File: config.mk
export PLATFORM = sky130hd
export DESIGN_NAME = lru_handle_cache
export DESIGN_NICKNAME = d
export VERILOG_FILES = /design/src/hdl/lhc_pkg.sv /design/src/hdl/lhc_cell.sv /design/src/hdl/lhc_scan.sv /design/src/hdl/lru_handle_cache.sv
export VERILOG_INCLUDE_DIRS = /design/src /design/src/hdl
export SDC_FILE = /design/constraint.sdc
export NUM_CORES = 2
export LEC_CHECK = 0
export BUFFER_PORTS_ARGS = -buffer_cell sky130_fd_sc_hd__buf_2
export CAP_MARGIN = 20
export CORE_MARGIN = 2
export CORE_UTILIZATION = 23
export CTS_CLUSTER_SIZE = 12
export DETAILED_ROUTE_END_ITERATION = 10
export PLACE_DENSITY_LB_ADDON = 0.25
export REMOVE_ABC_BUFFERS = 1
export SETUP_SLACK_MARGIN = 0.1
export SYNTH_ARGS = -nofsm -noshare
export SYNTH_HDL_FRONTEND = slang
export SYNTH_SLANG_ARGS = --single-unit
File: constraint.sdc
create_clock -name clk_i -period 14.7 [get_ports clk_i]
set_input_delay 0.735 -clock clk_i [delete_from_list [all_inputs] [get_ports clk_i]]
set_output_delay 0.735 -clock clk_i [all_outputs]
set_load 0.02 [all_outputs]
File: src/hdl/lru_handle_cache_macros.svh
// ----------------------------------------------------------------------------
// lru handle cache assertion macros
// shared concurrent assertion forms, clocked on clk_i, off during reset
// ----------------------------------------------------------------------------
`ifndef LRU_HANDLE_CACHE_MACROS_SVH
`define LRU_HANDLE_CACHE_MACROS_SVH

// same-cycle implication
`define LHC_ASSERT_IMP(label, ante, cons) \
  label: assert property (@(posedge clk_i) disable iff (!rst_ni) (ante) |-> (cons)) \
    else $error("lru_handle_cache: check failed");

// next-cycle implication
`define LHC_ASSERT_NXT(label, ante, cons) \
  label: assert property (@(posedge clk_i) disable iff (!rst_ni) (ante) |=> (cons)) \
    else $error("lru_handle_cache: check failed");

`endif

File: src/hdl/lhc_pkg.sv
// ----------------------------------------------------------------------------
// lhc_pkg
// shared constants and types of the lru handle cache
// ----------------------------------------------------------------------------
package lhc_pkg;

  localparam int unsigned ENTRIES    = 64;
  localparam int unsigned GROUP_SIZE = 8;
  localparam int unsigned GROUPS     = (ENTRIES + GROUP_SIZE - 1) / GROUP_SIZE;
  localparam int unsigned KEY_W      = 32;
  localparam int unsigned HANDLE_W   = 32;

  // operation codes carried in the mode field
  localparam logic [1:0] MODE_LOOKUP = 2'd0;
  localparam logic [1:0] MODE_INSERT = 2'd1;
  localparam logic [1:0] MODE_PURGE  = 2'd2;

  typedef struct packed {
    logic                valid;
    logic [KEY_W-1:0]    key;
    logic [HANDLE_W-1:0] handle;
  } lhc_entry_t;

  // control broadcast to every cell
  typedef struct packed {
    logic cmp;       // capture key compare
    logic move;      // move-to-front step
    logic push_all;  // every cell takes its neighbor (new key)
    logic purge;     // drop all entries
  } lhc_ctrl_t;

endpackage

File: src/hdl/lhc_cell.sv
// ----------------------------------------------------------------------------
// lhc_cell
// one slot of the recency chain: holds an entry, compares, takes neighbor
// ----------------------------------------------------------------------------
module lhc_cell import lhc_pkg::*; (
  input  logic             clk_i,
  input  logic             rst_ni,
  input  lhc_ctrl_t        ctrl_i,
  input  logic [KEY_W-1:0] key_i,
  input  logic             sfx_i,    // a match sits here or further back
  input  lhc_entry_t       prev_i,   // entry of the more recent neighbor
  output lhc_entry_t       entry_o,
  output logic             match_o
);

  logic                valid_q, valid_d;
  logic                match_q, match_d;
  logic [KEY_W-1:0]    key_q;
  logic [HANDLE_W-1:0] handle_q;
  logic                shift;

  assign shift = ctrl_i.move & (ctrl_i.push_all | sfx_i);

  always_comb begin
    valid_d = valid_q;
    match_d = match_q;
    if (ctrl_i.purge) begin
      valid_d = 1'b0;
    end else if (shift) begin
      valid_d = prev_i.valid;
    end
    if (ctrl_i.cmp) begin
      match_d = valid_q & (key_q == key_i);
    end
  end

  always_ff @(posedge clk_i or negedge rst_ni) begin
    if (!rst_ni) begin
      valid_q <= 1'b0;
      match_q <= 1'b0;
    end else begin
      valid_q <= valid_d;
      match_q <= match_d;
    end
  end

  always_ff @(posedge clk_i) begin
    if (shift) begin
      key_q    <= prev_i.key;
      handle_q <= prev_i.handle;
    end
  end

  assign entry_o = '{valid: valid_q, key: key_q, handle: handle_q};
  assign match_o = match_q;

endmodule

File: src/hdl/lhc_scan.sv
// ----------------------------------------------------------------------------
// lhc_scan
// registered two-level scan of the match row: per-cell shift marks and hit
// ----------------------------------------------------------------------------
module lhc_scan import lhc_pkg::*; (
  input  logic                             clk_i,
  input  logic                             load_i,
  input  logic [ENTRIES-1:0]               match_i,
  input  logic [ENTRIES-1:0][HANDLE_W-1:0] handle_i,
  output logic [ENTRIES-1:0]               sfx_o,
  output logic                             any_o,
  output logic [HANDLE_W-1:0]              handle_o
);

  logic [GROUPS-1:0][GROUP_SIZE-1:0]               mpad;
  logic [GROUPS-1:0][GROUP_SIZE-1:0][HANDLE_W-1:0] hpad;
  logic [GROUPS-1:0][GROUP_SIZE-1:0]               ingrp_d, ingrp_q;
  logic [GROUPS-1:0]                               gany_d, gany_q;
  logic [GROUPS-1:0][HANDLE_W-1:0]                 ghdl_d, ghdl_q;
  logic [GROUPS-1:0][GROUP_SIZE-1:0]               sfx_pad;

  assign mpad = (GROUPS*GROUP_SIZE)'(match_i);
  assign hpad = (GROUPS*GROUP_SIZE*HANDLE_W)'(handle_i);

  // first level: suffix or inside each group, group hit and handle
  always_comb begin
    logic                acc;
    logic [HANDLE_W-1:0] hacc;
    for (int g = 0; g < GROUPS; g++) begin
      acc  = 1'b0;
      hacc = '0;
      for (int j = GROUP_SIZE - 1; j >= 0; j--) begin
        acc            = acc | mpad[g][j];
        ingrp_d[g][j]  = acc;
        hacc           = hacc | (mpad[g][j] ? hpad[g][j] : '0);
      end
      gany_d[g] = acc;
      ghdl_d[g] = hacc;
    end
  end

  always_ff @(posedge clk_i) begin
    if (load_i) begin
      ingrp_q <= ingrp_d;
      gany_q  <= gany_d;
      ghdl_q  <= ghdl_d;
    end
  end

  // second level: fold in hits of later groups
  always_comb begin
    logic                later;
    logic [HANDLE_W-1:0] hsum;
    later = 1'b0;
    hsum  = '0;
    for (int g = GROUPS - 1; g >= 0; g--) begin
      for (int j = 0; j < GROUP_SIZE; j++) begin
        sfx_pad[g][j] = ingrp_q[g][j] | later;
      end
      later = later | gany_q[g];
      hsum  = hsum | ghdl_q[g];
    end
    any_o    = later;
    handle_o = hsum;
  end

  assign sfx_o = ENTRIES'(sfx_pad);

endmodule

File: src/hdl/lru_handle_cache.sv
// ----------------------------------------------------------------------------
// lru_handle_cache
// fully associative key/handle store kept in least-recently-used order
// ----------------------------------------------------------------------------
// usage:
//   input beats on s_axis: tuser carries the mode (lookup, insert, purge),
//   tdata the key and the handle. every input beat yields exactly one
//   result beat on m_axis: tuser carries the hit and evicted flags, tdata
//   the stored handle and the evicted key.
//   an operation runs from accept through key compare in every cell, a
//   registered scan over groups of cells, and the move-to-front step that
//   shifts the chain by one cell. one operation is in flight at a time, so
//   a new beat is taken only after the move-to-front step of the last one.
//   the result sits in an output register; the next beat is accepted while
//   it waits. if the receiver stalls, the move-to-front step waits until
//   the output register is free, and no new beat is taken meanwhile.
//   reset clears every valid bit at once; no clearing pass is needed and
//   the block accepts a beat in the first cycle after reset.
// ----------------------------------------------------------------------------
`include "lru_handle_cache_macros.svh"

module lru_handle_cache import lhc_pkg::*; (
  input  logic        clk_i,
  input  logic        rst_ni,
  input  logic        s_axis_tvalid,
  output logic        s_axis_tready,
  input  logic [63:0] s_axis_tdata,   // key [31:0], handle [63:32]
  input  logic [1:0]  s_axis_tuser,   // mode [1:0]
  output logic        m_axis_tvalid,
  input  logic        m_axis_tready,
  output logic [63:0] m_axis_tdata,   // stored_handle [31:0], evicted_key [63:32]
  output logic [1:0]  m_axis_tuser    // hit [0], evicted [1]
);

  typedef enum logic [1:0] {S_IDLE, S_CMP, S_SCAN, S_APPLY} state_e;

  state_e                state_q, state_d;
  logic [1:0]            mode_q;
  logic [KEY_W-1:0]      key_q;
  logic [HANDLE_W-1:0]   handle_q;

  // output register
  logic                  out_valid_q, out_valid_d;
  logic                  out_hit_q, out_evicted_q;
  logic [HANDLE_W-1:0]   out_handle_q;
  logic [KEY_W-1:0]      out_evkey_q;

  // cell chain: chain[0] is the entry offered to the front cell
  lhc_entry_t            chain [ENTRIES+1];
  logic [ENTRIES-1:0]    match_vec;
  logic [ENTRIES-1:0]    valid_vec;
  logic [ENTRIES-1:0]    sfx_vec;
  logic [ENTRIES-1:0][HANDLE_W-1:0] handle_vec;
  lhc_ctrl_t             ctrl;

  logic                  any_hit;
  logic [HANDLE_W-1:0]   hit_handle;
  logic                  in_accept;
  logic                  apply_go;
  logic                  is_lookup, is_insert_ok, is_purge;

  // result of the operation being applied
  logic                  res_hit, res_evicted;
  logic [HANDLE_W-1:0]   res_handle;
  logic [KEY_W-1:0]      res_evkey;

  assign in_accept     = s_axis_tvalid & s_axis_tready;
  assign s_axis_tready = (state_q == S_IDLE);
  assign apply_go      = (state_q == S_APPLY) & (~out_valid_q | m_axis_tready);

  assign is_lookup    = (mode_q == MODE_LOOKUP);
  assign is_insert_ok = (mode_q == MODE_INSERT) & (handle_q != '0);
  assign is_purge     = (mode_q == MODE_PURGE);

  // front entry: a hit keeps its stored handle, a new key brings its own
  assign chain[0] = '{valid: 1'b1, key: key_q, handle: any_hit ? hit_handle : handle_q};

  always_comb begin
    ctrl.cmp      = (state_q == S_CMP);
    ctrl.move     = apply_go & ((is_lookup & any_hit) | is_insert_ok);
    ctrl.push_all = ~any_hit;
    ctrl.purge    = apply_go & is_purge;
  end

  for (genvar i = 0; i < ENTRIES; i++) begin : g_cell
    lhc_cell u_cell (
      .clk_i   (clk_i),
      .rst_ni  (rst_ni),
      .ctrl_i  (ctrl),
      .key_i   (key_q),
      .sfx_i   (sfx_vec[i]),
      .prev_i  (chain[i]),
      .entry_o (chain[i+1]),
      .match_o (match_vec[i])
    );
    assign valid_vec[i]  = chain[i+1].valid;
    assign handle_vec[i] = chain[i+1].handle;
  end

  lhc_scan u_scan (
    .clk_i    (clk_i),
    .load_i   (state_q == S_SCAN),
    .match_i  (match_vec),
    .handle_i (handle_vec),
    .sfx_o    (sfx_vec),
    .any_o    (any_hit),
    .handle_o (hit_handle)
  );

  // the last cell drops out only when a new key enters a full chain
  always_comb begin
    res_hit     = (is_lookup & any_hit) | is_insert_ok;
    res_handle  = res_hit ? chain[0].handle : '0;
    res_evicted = is_insert_ok & ~any_hit & chain[ENTRIES].valid;
    res_evkey   = res_evicted ? chain[ENTRIES].key : '0;
  end

  always_comb begin
    state_d     = state_q;
    out_valid_d = out_valid_q;
    if (m_axis_tready) begin
      out_valid_d = 1'b0;
    end
    unique case (state_q)
      S_IDLE: begin
        if (in_accept) begin
          state_d = S_CMP;
        end
      end
      S_CMP:  state_d = S_SCAN;
      S_SCAN: state_d = S_APPLY;
      S_APPLY: begin
        if (apply_go) begin
          state_d     = S_IDLE;
          out_valid_d = 1'b1;
        end
      end
      default: state_d = S_IDLE;
    endcase
  end

  always_ff @(posedge clk_i or negedge rst_ni) begin
    if (!rst_ni) begin
      state_q     <= S_IDLE;
      out_valid_q <= 1'b0;
    end else begin
      state_q     <= state_d;
      out_valid_q <= out_valid_d;
    end
  end

  always_ff @(posedge clk_i) begin
    if (in_accept) begin
      mode_q   <= s_axis_tuser;
      key_q    <= s_axis_tdata[31:0];
      handle_q <= s_axis_tdata[63:32];
    end
    if (apply_go) begin
      out_hit_q     <= res_hit;
      out_handle_q  <= res_handle;
      out_evicted_q <= res_evicted;
      out_evkey_q   <= res_evkey;
    end
  end

  assign m_axis_tvalid = out_valid_q;
  assign m_axis_tdata  = {out_evkey_q, out_handle_q};
  assign m_axis_tuser  = {out_evicted_q, out_hit_q};

  // valid cells always form a prefix of the chain
  `LHC_ASSERT_IMP(a_valid_prefix, 1'b1, $onehot({1'b0, valid_vec} + (ENTRIES+1)'(1)))
  // keys are unique, so at most one cell matches
  `LHC_ASSERT_IMP(a_single_match, state_q == S_SCAN, $onehot0(match_vec))
  // a result appears only out of the move-to-front step
  `LHC_ASSERT_IMP(a_result_source, $rose(m_axis_tvalid), $past(state_q == S_APPLY))
  // an accepted beat starts the compare
  `LHC_ASSERT_NXT(a_accept_cmp, in_accept, state_q == S_CMP)

endmodule
## After elaboration in Yosys (flattened, before gate mapping)

Index checks and enable logic that the tools add are counted.

- Bits in read-only memories: 0
- Bits in writable memories: 0
- Memories: 0
- Bits in registers: 4687
- Latch bits: 0

- Divide/modulo/power cells: 0
- Multiplexer cells: 199
- Reductions and logical operators: 68
- Equality and inequality tests: 71
- Magnitude comparators: 0
- Add/sub/neg operators: 0
- Bitwise logic cells: 386
- Shift-type cells: 0
- Multipliers: 0

Operators with widths:

| cell | number |
|---|---|
| 2-to-1 mux 32 bit | 65 |
| == test 32 bit | 64 |
| bitwise OR 32 bit | 63 |
| bitwise OR 1 bit | 185 |
| bitwise AND 1 bit | 136 |
| 2-to-1 mux 1 bit | 131 |
| nonzero test 2 bit | 64 |
| nonzero test 32 bit | 1 |
| one-hot mux 2 bit (4 select lines) | 1 |
| == test 2 bit, second input constant | 3 |
| == test 2 x 1 -> 1 bit, second input constant | 2 |
| zero test 2 bit | 2 |
| 2-to-1 mux 2 bit | 2 |
| inequality test 2 x 1 -> 1 bit, second input constant | 1 |
| inequality test 2 bit, second input constant | 1 |
| NOT 1 bit | 2 |
| AND reduction 2 bit | 1 |

## Depth between registers and ports, before layout

- Word-level depth: 13
- Depth in mapped cells: 9
- Mapped depth without buffers: 6

## Modules after synthesis

From an unflattened synthesis, not the netlist that was laid out.

- Cell total of the unflattened synthesis: 9839
- Area, all modules: 178329.8 sq um

By module, submodules not included:

| module | instances | cells an instance | sequential area each (sq um) | area each (sq um) |
|---|---|---|---|---|
| lhc_cell | 64 | 115 | 1971.9 | 2366.0 |
| lhc_scan | 1 | 2115 | 9609.2 | 21350.5 |
| lru_handle_cache | 1 | 364 | 4038.9 | 5554.1 |

## Worst setup path after synthesis

Ideal clock, no wire load.

- Kind: register to register
- Start: reg state_q[0]
- End: reg state_q[0]
- Arrival: 8.552 ns
- Setup slack: 6.048 ns
- Required time: 14.601 ns
- Stages on the path, launching flop included: 4
- Path through: dfrtp_1 -> inv_1 -> ha_1 -> o32a_1

- Longest elaborated chain between the ends: 4

Ends and longest elaborated chain:

| element | RTL line | text |
|---|---|---|
| from (decl) | lru_handle_cache.sv:37 | `state_e state_q, state_d;` |
| from (signal assigned) | lru_handle_cache.sv:147 | `state_q <= state_d;` |
| == test 2 bit or zero test 2 bit (tied branches) | lru_handle_cache.sv:69, lru_handle_cache.sv:124, lru_handle_cache.sv:68 |  |
| bitwise AND 1 bit, on equally long branches | lru_handle_cache.sv:69, lru_handle_cache.sv:67 |  |
| inequality test 2 bit (no source line) or inequality test 2 x 1 -> 1 bit (tied branches) | - |  |
| AND reduction 2 bit (no source line) | - |  |

Parallel ways exist; a longest one is shown, timed or not.
A chain may end at the register's enable or synchronous reset.

## Worst setup path in the final report

- Start: reg handle_q[9]
- End: reg g_cell[57].u_cell.handle_q[1] (enable)

- Longest elaborated chain between the ends: 5

Ends and longest elaborated chain:

| element | RTL line | text |
|---|---|---|
| from (decl) | lru_handle_cache.sv:40 | `logic [HANDLE_W-1:0] handle_q;` |
| from (signal assigned) | lru_handle_cache.sv:156 | `handle_q <= s_axis_tdata[63:32];` |
| nonzero test 32 bit | lru_handle_cache.sv:72 | `assign is_insert_ok = (mode_q == MODE_INSERT) & (handle_q != '0);` |
| bitwise AND 1 bit | lru_handle_cache.sv:72 |  |
| bitwise OR 1 bit | lru_handle_cache.sv:80 | `ctrl.move = apply_go & ((is_lookup & any_hit) \| is_insert_ok);` |
| bitwise AND 1 bit | lru_handle_cache.sv:80 |  |
| bitwise AND 1 bit | lhc_cell.sv:22 | `assign shift = ctrl_i.move & (ctrl_i.push_all \| sfx_i);` |
| via g_cell[57].u_cell.shift | lhc_cell.sv:20 | `logic shift;` |
| to (signal assigned) | lhc_cell.sv:50 | `handle_q <= prev_i.handle;` |
| to (decl) | lhc_cell.sv:19 | `logic [HANDLE_W-1:0] handle_q;` |

The timed path passes the listed nets, and every way through them passes these cells.

==> metrics.yaml <==
power:
  switching_power_mw: 9.65
  p_leak_nw: 60.5
  pwr-share-seq: 0.533
  internal-power_mw: 24.3
  powerDensity_nw_per_um2: 164
  sw_frac_of_total: 0.284
  combPwrFrac: 0.130
  max-vdd-ir-drop_mv: 0.123
  p_clk_frac: 0.338
routing:
  ant_nets: 0
  drt_pass1_iterations: 5
  routed_wl_um: 571000
  drcViolationCount: 0
  avgRoutedWirePerCell_um: 27.1
  drtIter0Drc: 9951
  routed_via_density: 4.40
  vias: 92618
yosys:
  synthArstFlopShare: 0.0280
  ys_seq_area_frac: 0.785
  synth.cell_area_um2: 178000
  yosys_register_bits: 4679
  synth_area_leaders: "edfxtp_1, xor2_1, a22oi_1, xnor2_1, dfrtp_1"
  netlist.area_leader.share: 0.766
  synth-edff-count: 4548
  syn_avg_cell_area_um2: 17.8
  synthCells: 10031
  synth_cell_type_count: 48
  synth_area_leader_cell: "edfxtp_1"
  yosys_warnings: 0
  yosysMostFrequentCell: "edfxtp_1"
  synth-main-ff-cell: "edfxtp_1"
  synth.cells.most_frequent: "edfxtp_1, xor2_1, a22oi_1, xnor2_1, nand4_1"
clock_network:
  cts_tree: "done"
  cts_resized: 0
  h-tree-depth: 5
  cts_inserted_buffers: 470
  cts_sinks: 4679
  clock_latency_ns: 1.07
  clockRootBuffer: "clkbuf_16"
  path_clk_slew_ns: 0.06
  clk_path_buf_depth: 4
grt:
  grt_usage: 0.140
  grt_pass1_wl_um: 786000
  grt_pass1_vias: 92359
  overflow: 0
  grt_max_degree: 112
  antenna_found_initial: 41
die:
  fp.dieArea_um2: 782000
  rows: 323
  core-area_um2: 773000
  io_pins: 138
  initial_core_util: 0.231
  die_w_um: 884
  fp.dieH_um: 884
outcome:
  outcome: "completed"
setup_path:
  critical_path.top_delay_family: "simple AND/OR/NAND/NOR gates"
  slowest_delay_ns: 1.11
  regToRegSetupSlack_ns: 9.82
  crit_fanout: 33
  critPathKind: "register to register"
  cp-end-kind: "register"
  crit_path_top_delay_cell: "nor2_4"
  crit_buf_inv: 4
  crit_top_cell: "buf_4"
  worstSetupStartpointType: "register"
  crit_chain: "nor4_1 > buf_2 > buf_4 > and4_1 > a311o_2 > inv_4 > nand2_2 > nor2_4 > buf_4"
  cp.arrival_ns: 5.52
  crit_required_ns: 15.34
placement:
  place_hpwl_um: 378000
  io_buffers: 137
  gp_congestion: 0.778
cells_and_area:
  post-route-util: 0.268
  fin_nets: 10520
  syn_to_final_growth_pct: 16.0
  drive_gt1_frac: 0.104
timing:
  slew_headroom: 0.130
  whs_ns: 0.0446
  slew_viol_final: 0
  setup_tns_ns: 0
  setup_viol: 0
  post-route-period-util: 0.332
  fin_skew_ns: 0.0741
  min_period_ns: 4.88
  finalHoldViolCount: 0
  tightest_slew_ns: 1.30
  clock.fmax_ghz: 0.205
  rsz0062_at_grt: "no"
hold_path:
  hold_path_class: "primary input to register"
run:
  cap_viol_max_count: 0
[routing by layer]
metal / vias to the layer above / track usage / part of all wire
li1: 39938 / - / -
met1: 49146 / 0.202 / 0.46
met2: 2907 / 0.223 / 0.46
met3: 611 / 0.0257 / 0.062
met4: 16 / 0.0238 / 0.017
met5: - / 0 / 0.00016
[through the flow]
stage	instance area, um^2	power [mW]	setup WS (ns)	std cells
6_report	207000	33.9	9.82	21045
5_1_grt	207000	35.1	9.70	21037
4_1_cts	207000	34.3	9.84	21020
3_5_place_dp	192000	22.8	9.72	20148
3_3_place_gp	192000	22.8	9.38	20141
2_1_floorplan	176000	20.4	6.05	9497
[cells in the final DEF (no fill, tap or decap), drive strengths merged, types with 7 or more instances in the layout]
master and n:
o211ai 17, and3 7, o22ai 68, a31oi 32, nand3 74, inv 189, bufinv 11, nor4 384
buf 416, nand4 523, edfxtp 4548, dfrtp 131, or4 62, nor2 86, o31ai 8, or3 61
o311ai 7, xor2 1233, clkbuf 676, nor3 8, diode 22, nand2 71, o21ai 9, xnor2 800
nand2b 18, clkinv 123, mux2i 50, a22oi 1024, and2 65, dlygate4sd3 60
[final timing paths]
| check | startpoint | end | cells after the start |
|---|---|---|---|
| max in group asynchronous | rst_ni | g_cell[47].u_cell.match_o | 4 |
| worst min register to register | g_cell[5].u_cell.handle_q[25] | g_cell[6].u_cell.handle_q[25] | 0 |
| min in group asynchronous | rst_ni | g_cell[2].u_cell.match_o | 2 |
| worst max-delay path | handle_q[9] | g_cell[57].u_cell.handle_q[1] | 9 |
| worst max register to register | handle_q[9] | g_cell[57].u_cell.handle_q[1] | 9 |
| worst min-delay path | s_axis_tdata[7] | key_q[7] | 1 |
[repair_timing]
item                                    CTS  global route
hold endpoints to repair                 87             0
endpoints found under the setup margin    0             0
setup buffers                             0             0
hold buffers                             60             0
[sequential cells by signal, indices dropped and copies added, names as in the netlist, 7 cells and up]
register,cells
u_scan.ingrp_q,49
u_scan.gany_q,7
u_scan.ghdl_q,256
g_cell.u_cell.valid_q,64
g_cell.u_cell.match_o,64
g_cell.u_cell.handle_q,2048
g_cell.u_cell.key_q,2048
handle_q,32
out_handle_q,32
key_q,32
out_evkey_q,32
u_scan.sfx_o,8
[final cells by class]
cell class / instances / area [um^2]
clock inverter: 137 / 1200
sequential: 4679 / 140000
multi-input combinational: 4631 / 35700
tap: 10237 / 12800
fill: 77928 / 566000
timing repair buffer: 477 / 3560
inverter: 187 / 732
clock buffer: 675 / 12900
antenna: 22 / 55.1
[power groups by stage]
stage	combinational, mW	clock (mW)	sequential (mW)
2_1_floorplan	2.05	0	18.3
3_3_place_gp	4.46	0	18.3
3_5_place_dp	4.47	0	18.3
4_1_cts	4.50	11.7	18.1
5_1_grt	4.70	12.2	18.2
6_report	4.41	11.5	18.1
[logic make-up (layout without fill, tap and decap cells)]
family	after synthesis	count (layout)	synth area share
AND/OR/NAND/NOR	1367	1367	0.0458
XOR/XNOR	2033	2033	0.0999
flip-flops	4679	4679	0.785
other	0	22	0
adder cells (fa/ha/maj)	4	4	0.000281
multiplexers	50	50	0.00281
buffers and inverters	721	1476	0.0173
AO/OA/AOI/OAI	1177	1177	0.0491
Power figures use the tool's default switching activity.
